===== src/bdp_pkg.sv =====
// bdp_pkg: shared types and field widths of the binomial derivative product core
// used by binomial_derivative_product_core, bdp_checker and the testbench, no dependencies
package bdp_pkg;

	localparam int DEGREE_W   = 5;
	localparam int COEF_W     = 33;
	localparam int POWER_W    = 5;
	localparam int BINO_W     = 14;
	localparam int DERIV_W    = 18;
	localparam int PROD_W     = BINO_W + DERIV_W;
	localparam int S_TDATA_W  = 8;
	localparam int M_TDATA_W  = 40;
	localparam int M_PAD_W    = M_TDATA_W - COEF_W - POWER_W;

	typedef enum logic [2:0] {
		ST_IDLE,
		ST_BINO,
		ST_DERIV,
		ST_CSET,
		ST_CMUL,
		ST_CACC,
		ST_EMIT
	} bdp_state_t;

endpackage


===== src/binomial_derivative_product_core.sv =====
// binomial_derivative_product_core: builds row n of pascal's triangle, its derivative row,
// and streams the 2n coefficients of their convolution; depends on bdp_pkg
//
// channel   dir   fields (tdata low bit up)                       transfer when
// s_axis    in    tdata: degree[4:0], pad[7:5]                     tvalid & tready
// m_axis    out   tdata: coefficient[32:0], power_index[37:33],    tvalid & tready
//                 pad[39:38]; tlast: last
//
// one request at a time; s_axis_tready is high only while idle
// the convolution loop runs on the single 14x18 multiplier and one accumulator adder
// degree 0 or above MAX_DEGREE is accepted and dropped with no results
// a stalled m_axis holds the sequencer in place; reset clears control only
module binomial_derivative_product_core
	import bdp_pkg::*;
#(
	parameter int MAX_DEGREE = 16
) (
	input  logic                 clk,
	input  logic                 arst_n,
	input  logic                 s_axis_tvalid,
	output logic                 s_axis_tready,
	input  logic [S_TDATA_W-1:0] s_axis_tdata,   // degree[4:0], zero pad
	output logic                 m_axis_tvalid,
	input  logic                 m_axis_tready,
	output logic [M_TDATA_W-1:0] m_axis_tdata,   // coefficient[32:0], power_index[37:33], pad
	output logic                 m_axis_tlast
);

	localparam int ROW_LEN = MAX_DEGREE + 1;
	localparam int IW      = $clog2(ROW_LEN);
	localparam int CW      = IW + 1;
	localparam logic [DEGREE_W-1:0] MAX_DEG_V = DEGREE_W'(MAX_DEGREE);

	bdp_state_t state_q, state_d;

	logic [IW-1:0]      n_q, r_q, j_q, i_q;
	logic [CW-1:0]      k_q;
	logic [BINO_W-1:0]  prev_q;
	logic [COEF_W-1:0]  acc_q;
	logic [PROD_W-1:0]  prod_q;
	logic [COEF_W-1:0]  coef_q;
	logic [BINO_W-1:0]  bino_q  [ROW_LEN];
	logic [DERIV_W-1:0] deriv_q [ROW_LEN];

	logic [DEGREE_W-1:0]   deg;
	logic                  deg_ok;
	logic                  in_xfer, out_xfer;
	logic [BINO_W-1:0]     bino_rd, bino_sum;
	logic [IW-1:0]         j_inc;
	logic [IW+BINO_W-1:0]  dmul;
	logic [CW-1:0]         n_ext, i_ext, lo, hi, dix;
	logic                  at_hi, k_last, row_end;
	logic [PROD_W-1:0]     conv_mul;
	logic [COEF_W-1:0]     acc_sum;

	assign deg      = s_axis_tdata[DEGREE_W-1:0];
	assign deg_ok   = (deg != '0) && (deg <= MAX_DEG_V);
	assign in_xfer  = s_axis_tvalid && s_axis_tready;
	assign out_xfer = m_axis_tvalid && m_axis_tready;

	// pascal row update, ascending with the old left neighbor held in prev_q
	assign bino_rd  = (j_q == r_q) ? '0 : bino_q[j_q];
	assign bino_sum = bino_rd + prev_q;
	assign row_end  = (j_q == r_q);

	assign j_inc = j_q + 1'b1;
	assign dmul  = (IW+BINO_W)'(j_inc) * (IW+BINO_W)'(bino_q[j_inc]);

	// convolution index bounds for power k
	assign n_ext    = CW'(n_q);
	assign i_ext    = CW'(i_q);
	assign lo       = (k_q > n_ext) ? (k_q - n_ext) : '0;
	assign hi       = (k_q < n_ext) ? k_q : n_ext;
	assign at_hi    = (i_ext == hi);
	assign dix      = k_q - i_ext;
	assign conv_mul = PROD_W'(bino_q[i_q]) * PROD_W'(deriv_q[dix[IW-1:0]]);
	assign acc_sum  = acc_q + COEF_W'(prod_q);
	assign k_last   = ((k_q + 1'b1) == {n_q, 1'b0});

	// next state
	always_comb begin
		state_d = state_q;
		case (state_q)
			ST_IDLE: begin
				if (in_xfer && deg_ok)
					state_d = ST_BINO;
			end
			ST_BINO: begin
				if (row_end && (r_q == n_q))
					state_d = ST_DERIV;
			end
			ST_DERIV: begin
				if (j_q == n_q)
					state_d = ST_CSET;
			end
			ST_CSET: state_d = ST_CMUL;
			ST_CMUL: state_d = ST_CACC;
			ST_CACC: begin
				if (at_hi)
					state_d = ST_EMIT;
				else
					state_d = ST_CMUL;
			end
			ST_EMIT: begin
				if (m_axis_tready)
					state_d = k_last ? ST_IDLE : ST_CSET;
			end
			default: state_d = ST_IDLE;
		endcase
	end

	// handshake outputs
	always_comb begin
		s_axis_tready = 1'b0;
		m_axis_tvalid = 1'b0;
		case (state_q)
			ST_IDLE: s_axis_tready = 1'b1;
			ST_EMIT: m_axis_tvalid = 1'b1;
			default: begin
				s_axis_tready = 1'b0;
				m_axis_tvalid = 1'b0;
			end
		endcase
	end

	assign m_axis_tdata = {{M_PAD_W{1'b0}}, POWER_W'(k_q), coef_q};
	assign m_axis_tlast = k_last;

	// control and sequencer counters
	always_ff @(posedge clk or negedge arst_n) begin
		if (!arst_n) begin
			state_q <= ST_IDLE;
			n_q     <= '0;
			r_q     <= '0;
			j_q     <= '0;
			i_q     <= '0;
			k_q     <= '0;
			prev_q  <= '0;
			acc_q   <= '0;
		end else begin
			state_q <= state_d;
			case (state_q)
				ST_IDLE: begin
					if (in_xfer && deg_ok) begin
						n_q    <= deg[IW-1:0];
						r_q    <= IW'(1);
						j_q    <= IW'(1);
						prev_q <= BINO_W'(1);
					end
				end
				ST_BINO: begin
					if (row_end) begin
						if (r_q == n_q) begin
							j_q <= '0;
						end else begin
							r_q    <= r_q + 1'b1;
							j_q    <= IW'(1);
							prev_q <= BINO_W'(1);
						end
					end else begin
						j_q    <= j_inc;
						prev_q <= bino_rd;
					end
				end
				ST_DERIV: begin
					if (j_q == n_q)
						k_q <= '0;
					else
						j_q <= j_inc;
				end
				ST_CSET: begin
					i_q   <= lo[IW-1:0];
					acc_q <= '0;
				end
				ST_CACC: begin
					acc_q <= acc_sum;
					if (!at_hi)
						i_q <= i_q + 1'b1;
				end
				ST_EMIT: begin
					if (m_axis_tready && !k_last)
						k_q <= k_q + 1'b1;
				end
				default: ;
			endcase
		end
	end

	// coefficient rows and datapath registers
	always_ff @(posedge clk) begin
		case (state_q)
			ST_IDLE: begin
				if (in_xfer && deg_ok)
					bino_q[0] <= BINO_W'(1);
			end
			ST_BINO: bino_q[j_q] <= bino_sum;
			ST_DERIV: begin
				if (j_q == n_q)
					deriv_q[j_q] <= '0;
				else
					deriv_q[j_q] <= DERIV_W'(dmul);
			end
			ST_CMUL: prod_q <= conv_mul;
			ST_CACC: begin
				if (at_hi)
					coef_q <= acc_sum;
			end
			default: ;
		endcase
	end

endmodule


===== config.mk =====
export PLATFORM = sky130hd
export DESIGN_NAME = binomial_derivative_product_core
export DESIGN_NICKNAME = d
export VERILOG_FILES = /design/src/bdp_pkg.sv /design/src/binomial_derivative_product_core.sv
export SDC_FILE = /design/constraint.sdc
export NUM_CORES = 2
export LEC_CHECK = 0
export ABC_AREA = 1
export BUFFER_PORTS_ARGS = -buffer_cell sky130_fd_sc_hd__buf_4
export CAP_MARGIN = 20
export CORE_MARGIN = 2
export CORE_UTILIZATION = 65
export CTS_BUF_LIST = sky130_fd_sc_hd__clkbuf_16
export CTS_CLUSTER_SIZE = 30
export DETAILED_ROUTE_END_ITERATION = 10
export PLACE_DENSITY = 0.81
export SYNTH_ARGS = -nofsm -noshare
export SYNTH_HDL_FRONTEND = slang
export SYNTH_SLANG_ARGS = --single-unit

===== constraint.sdc =====
create_clock -name clk -period 15.4 [get_ports clk]
set_clock_uncertainty 0.1 [all_clocks]
set_input_delay 0.77 -clock clk [delete_from_list [all_inputs] [get_ports clk]]
set_output_delay 0.77 -clock clk [all_outputs]
set_load 0.01 [all_outputs]

== Word-level counts from Yosys, hierarchy flattened ==
Memories as Yosys holds them, arrays and structs flattened.
Cells that the tools add are included.

* Flip-flop bits (word level): 141
* Output and inout port bits: 43
* Bits in writable memories: 544
* Word-level logic and storage cells: 113
* Memories kept: 2
* Bits of input ports: 12

* $mul: 2
* Add/sub/neg operators: 8
* Multiplexer cells: 45
* Bitwise operators: 1
* Eq/ne operators: 21
* Reduce and logical (&&, ||, !) cells: 21
* Order comparisons: 3

{| class="wikitable"
|+ Memories
! name !! words !! width !! read ports !! clocked after memory_dff !! wr ports !! line !! RTL
|-
| deriv_q || 17 || 18 || 1 || 0 || 1 || binomial_derivative_product_core.sv:43 || <nowiki>logic [DERIV_W-1:0] deriv_q [ROW_LEN];</nowiki>
|-
| bino_q || 17 || 14 || 3 || 0 || 1 || binomial_derivative_product_core.sv:42 || <nowiki>logic [BINO_W-1:0] bino_q [ROW_LEN];</nowiki>
|}

{| class="wikitable"
|+ Operators by type and width
! kind !! number
|-
| $mux W14 || 5
|-
| $pmux W33 S2 || 1
|-
| $mux W5 || 8
|-
| $add A33 B32 Y33 || 1
|-
| $mul A14 B18 Y32 || 1
|-
| $pmux W14 S2 || 1
|-
| $pmux W3 S7 || 1
|-
| $pmux W5 S2 || 2
|-
| $mul A5 B14 Y18 || 1
|-
| $mux W18 || 1
|-
| $mux W6 || 3
|-
| $ne A2 B2 Y1 const B || 9
|-
| $add A5 B1 Y5 const B || 3
|-
| $eq A5 B5 Y1 || 3
|-
| $mux W1 || 15
|-
| $pmux W5 S3 || 1
|-
| $add A14 B14 Y14 || 1
|-
| $reduce_or A14 Y1 || 1
|-
| $mux W3 || 4
|-
| $pmux W6 S2 || 1
|-
| $sub A5 B5 Y5 || 2
|-
| $eq A3 B3 Y1 const B || 3
|-
| $reduce_and A3 Y1 || 3
|-
| $reduce_and A4 Y1 || 2
|-
| other kinds (18) || 28
|}

== Longest topological paths before layout ==
* Depth after elaboration: 8
* Mapped depth: 37
* Gate-level depth less buffers: 35

== Worst setup path after synthesis ==
Ideal clock, no wire load.

* Path kind: reg2reg
* Start point: register k_q[0]
* End point: register prod_q[27] (data pin)
* Arrival time: 6.850 ns
* Cell stages (with the launch flop): 36
* Clock period less this slack: 7.202 ns
* Slack: 8.198 ns
* Cells stage by stage: dfrtp_1 > inv_1 > ha_1 > fa_1 > buf_2 > buf_2 > buf_1 > nand3_1 > o21ai_0 > nand2_1 > o211ai_1 > nand3_1 > nand2_2 > nor2_1 > fa_1 > inv_1 > fa_1 > inv_1 > fa_1 > inv_1 > fa_1 > inv_1 > fa_1 > inv_1 > fa_1 > inv_1 > ha_1 > nand2_1 > nor2_1 > nand2_1 > o21ai_0 > nand2_1 > nand2_1 > nand2_1 > nand3_1 > nand2_1

* Longest elaborated chain between the ends: 3

{| class="wikitable"
|+ RTL lines
! item !! line !! RTL
|-
| start, declared || binomial_derivative_product_core.sv:37 || <nowiki>logic [CW-1:0] k_q;</nowiki>
|-
| start signal, assigned || binomial_derivative_product_core.sv:182 || <nowiki>k_q <= k_q + 1'b1;</nowiki>
|-
| $sub A5 B5 Y5 || binomial_derivative_product_core.sv:75 || <nowiki>assign dix = k_q - i_ext;</nowiki>
|-
| $mem_v2 Z17 W18 || -- ||
|-
| $mul A14 B18 Y32 || binomial_derivative_product_core.sv:76 || <nowiki>assign conv_mul = PROD_W'(bino_q[i_q]) * PROD_W'(deriv_q[dix[IW-1:0]]);</nowiki>
|-
| named net conv_mul[27] || binomial_derivative_product_core.sv:53 || <nowiki>logic [PROD_W-1:0] conv_mul;</nowiki>
|-
| end signal, assigned || binomial_derivative_product_core.sv:203 || <nowiki>ST_CMUL: prod_q <= conv_mul;</nowiki>
|-
| end, declared || binomial_derivative_product_core.sv:40 || <nowiki>logic [PROD_W-1:0] prod_q;</nowiki>
|}

The timed path passes the listed nets, and every way through them passes these cells.
A chain may end at the register's enable or synchronous reset.

== Final worst setup path ==
* Start point: register k_q[0]
* End point: register prod_q[31] (data pin)

Same word-level chain as after synthesis.

==> results.tsv <==
metric	value	unit
status	finished, final reports clean	
global-route wire length before repair	200200	um
worst setup path category	reg2reg	
Starting Density	65.96	%
mapped cell area	45480	um2
largest family of logic cells by synthesized area	simple AND/OR/NAND/NOR gates	
Synth top area share	40.21	%
top cells by count, synth	1048 x nand2_1, 609 x edfxtp_1, 566 x inv_1	
Avg WL per Cell	21.19	um
Max Transition Viols Final	0	
vias in the first global route	37126	
final period utilization	64.20	%
drt via density	6.234	
max frequency	101.1	MHz
Simple-Gate Fraction of Synth Area	18.66	%
Compound-Gate Fraction of Synth Area	12.88	%
pin count of the biggest net entering global routing	154	
layout cells sized above 1	7.006	%
CP Max Fanout	86	
Hold Path Origin	s_axis_tdata[3]	
worst slack, placed	5.684	ns
PortBufs	49	
wirelength, routed	129200	um
Post-CTS Resized	0	
die area	72100	um2
Cell Rows	96	
Initial DRT Pass Iterations	9	
Gate Count Post-Synth	5147	
warnings from Yosys	0	
Slew headroom	23.47	%
Final Net Count	5532	
# hold bufs at CTS	1	
clk root buf	clkbuf_16	
Worst R2R Path Depth	30	
mux contribution to synthesized area	0	%
dominant cells by area after synthesis	edfxtp_1 40%, fa_1 10%, nand2_1 8.6%, o21ai_0 5.6%, ha_1 5.0%	
main flop type after synthesis	edfxtp_1	
core region area	68950	um2
post-synthesis average cell area	8.836	um2
Routed Antenna Nets	0	
Setup TNS	0	ns
CTS tree	done	
Worst Setup End Kind	flip-flop	
Hold Vio Cnt, Final	0	
post-synth cell types	56	
hold-critical path depth	3	
Detailed Route Iter0 Violations	5477	
Final Wtd Congestion	0.9565	
Area after DPL	46610	um2
maximum clock insertion buffer count	3	
flop-to-flop setup slack	5.51	ns
drt drc	0	
post-CTS setup buffer count	0	
Setup crit start kind	flip-flop	
H-Tree Depth	3	
initial antenna violation count	1	
synthesis-to-finish area growth	8.055	%
hold crit path type	in2reg	
Post-synth ARST share	11.09	%
xor-xnor portion of the synthesized cell area	1.497	%
final setup margin	5.514	ns
crit path DAT	10.25	ns
Crit path top cell by count	fa_1	
Adder-Cell Fraction of Synth Area	15.07	%
total number of vias	38014	
DP HPWL	84170	um
unrepaired setup endpoints after global routing	no	
cell area after layout	49140	um2
Die X-Extent	268.5	um
clk slew on worst S/H paths	0.06	ns
Congestion Overflow GR	0	
Max Cap Viol	0	
Tightest Pin Transition	1.147	ns
slowest stage delay, CP	1.22	ns
Filler Cell Count	5094	
Worst Hold Endpoint	n_q[3]	
diode count	0	
register area share after synthesis	44.39	%
leading area contributor after synthesis	edfxtp_1	
Top-Level Pins	55	
count leader, synth	nand2_1	
Post-synth EDFFs	609	
Die H	268.5	um
#FFs+latches synth	685	
Worst R2R Start	k_q[0]	
CP Data Required Time	15.76	ns
gr usage total	36.25	%
clk sink count	685	
Setup violations, final	0	
slowest cell on the critical path	fa_4	
R2R Path End	prod_q[31]	
worst skew pair latency	0.65	ns
CTS buffer count	73	
minimum clock period	9.886	ns
[registers in the layout, indices dropped and copies added, names as in the netlist]
signal   cells
j_q          5
deriv_q    306
r_q          5
prev_q      14
prod_q      32
coef_q      33
state_q      3
bino_q     238
i_q          5
k_q          6
acc_q       33
n_q          5
[cell families (layout without fill, tap and decap cells)]
kind of cell	Yosys count	count (layout)
simple gates	2052	2052
compound gates	1074	1074
buf+inv	851	870
flops	685	685
fa+ha+maj	411	411
xor+xnor	73	73
other cells	1	2
[worst max-delay path by stage]
stage	start	endpoint	slack, ns	cells after the start
2_1_floorplan	k_q[0]	prod_q[27]	8.20	35
3_3_place_gp	k_q[0]	prod_q[27]	5.88	32
3_5_place_dp	k_q[0]	prod_q[27]	5.68	32
4_1_cts	k_q[0]	prod_q[31]	5.62	30
5_1_grt	k_q[0]	prod_q[27]	4.96	32
6_report	k_q[0]	prod_q[31]	5.51	30
[stage by stage]
stage / util (%) / cells / hold slack [ns]
floorplan: - / 5148 / 0.3553
global placement: 67.57 / 5952 / 0.3701
detailed placement: 67.60 / 5954 / 0.3720
CTS: 71.15 / 6088 / 0.2863
global route: 71.28 / 6098 / 0.3223
finish: 71.28 / 6098 / 0.2942
[worst max-delay path, delay by kind of cell, from the launching register on]
family	cells	cell delay [ns]
fa+ha+maj	9	4.60
xor+xnor	1	0.24
flops	1	0.48
simple gates	9	1.23
buf+inv	7	1.44
compound gates	4	1.56
[area by class of cell]
type / count / area, um2 / area share, %
clock inverter: 59 / 586.8 / 1.194
clock buffer: 74 / 1852 / 3.768
sequential: 685 / 20200 / 41.10
tap: 931 / 1165 / 2.370
multi-input combinational: 3612 / 22010 / 44.80
inverter: 602 / 2277 / 4.634
timing repair buffer: 135 / 1047 / 2.131
[placed cells by master (no fill, tap or decap), types with 72 or more instances in the layout]
| cell type | count |
|---|---|
| nand2_1 | 1048 |
| a21oi_1 | 389 |
| fa_1 | 227 |
| nand3_1 | 344 |
| inv_1 | 578 |
| ha_1 | 181 |
| nor2_1 | 505 |
| dfrtp_1 | 72 |
| edfxtp_1 | 609 |
| o21ai_0 | 505 |
| buf_4 | 129 |
| clkbuf_16 | 74 |
[metal layers]
metal	wire, um	track usage (%)	up-vias
met4	8751	21.85	2
met5	13	0	-
met3	15620	7.470	594
met1	46580	46.74	17790
li1	-	-	17144
met2	58270	56.91	2484
Power is left out: the tool's default activity adds up to more than one toggle a clock period on the data nets, which glitch-free logic cannot reach.
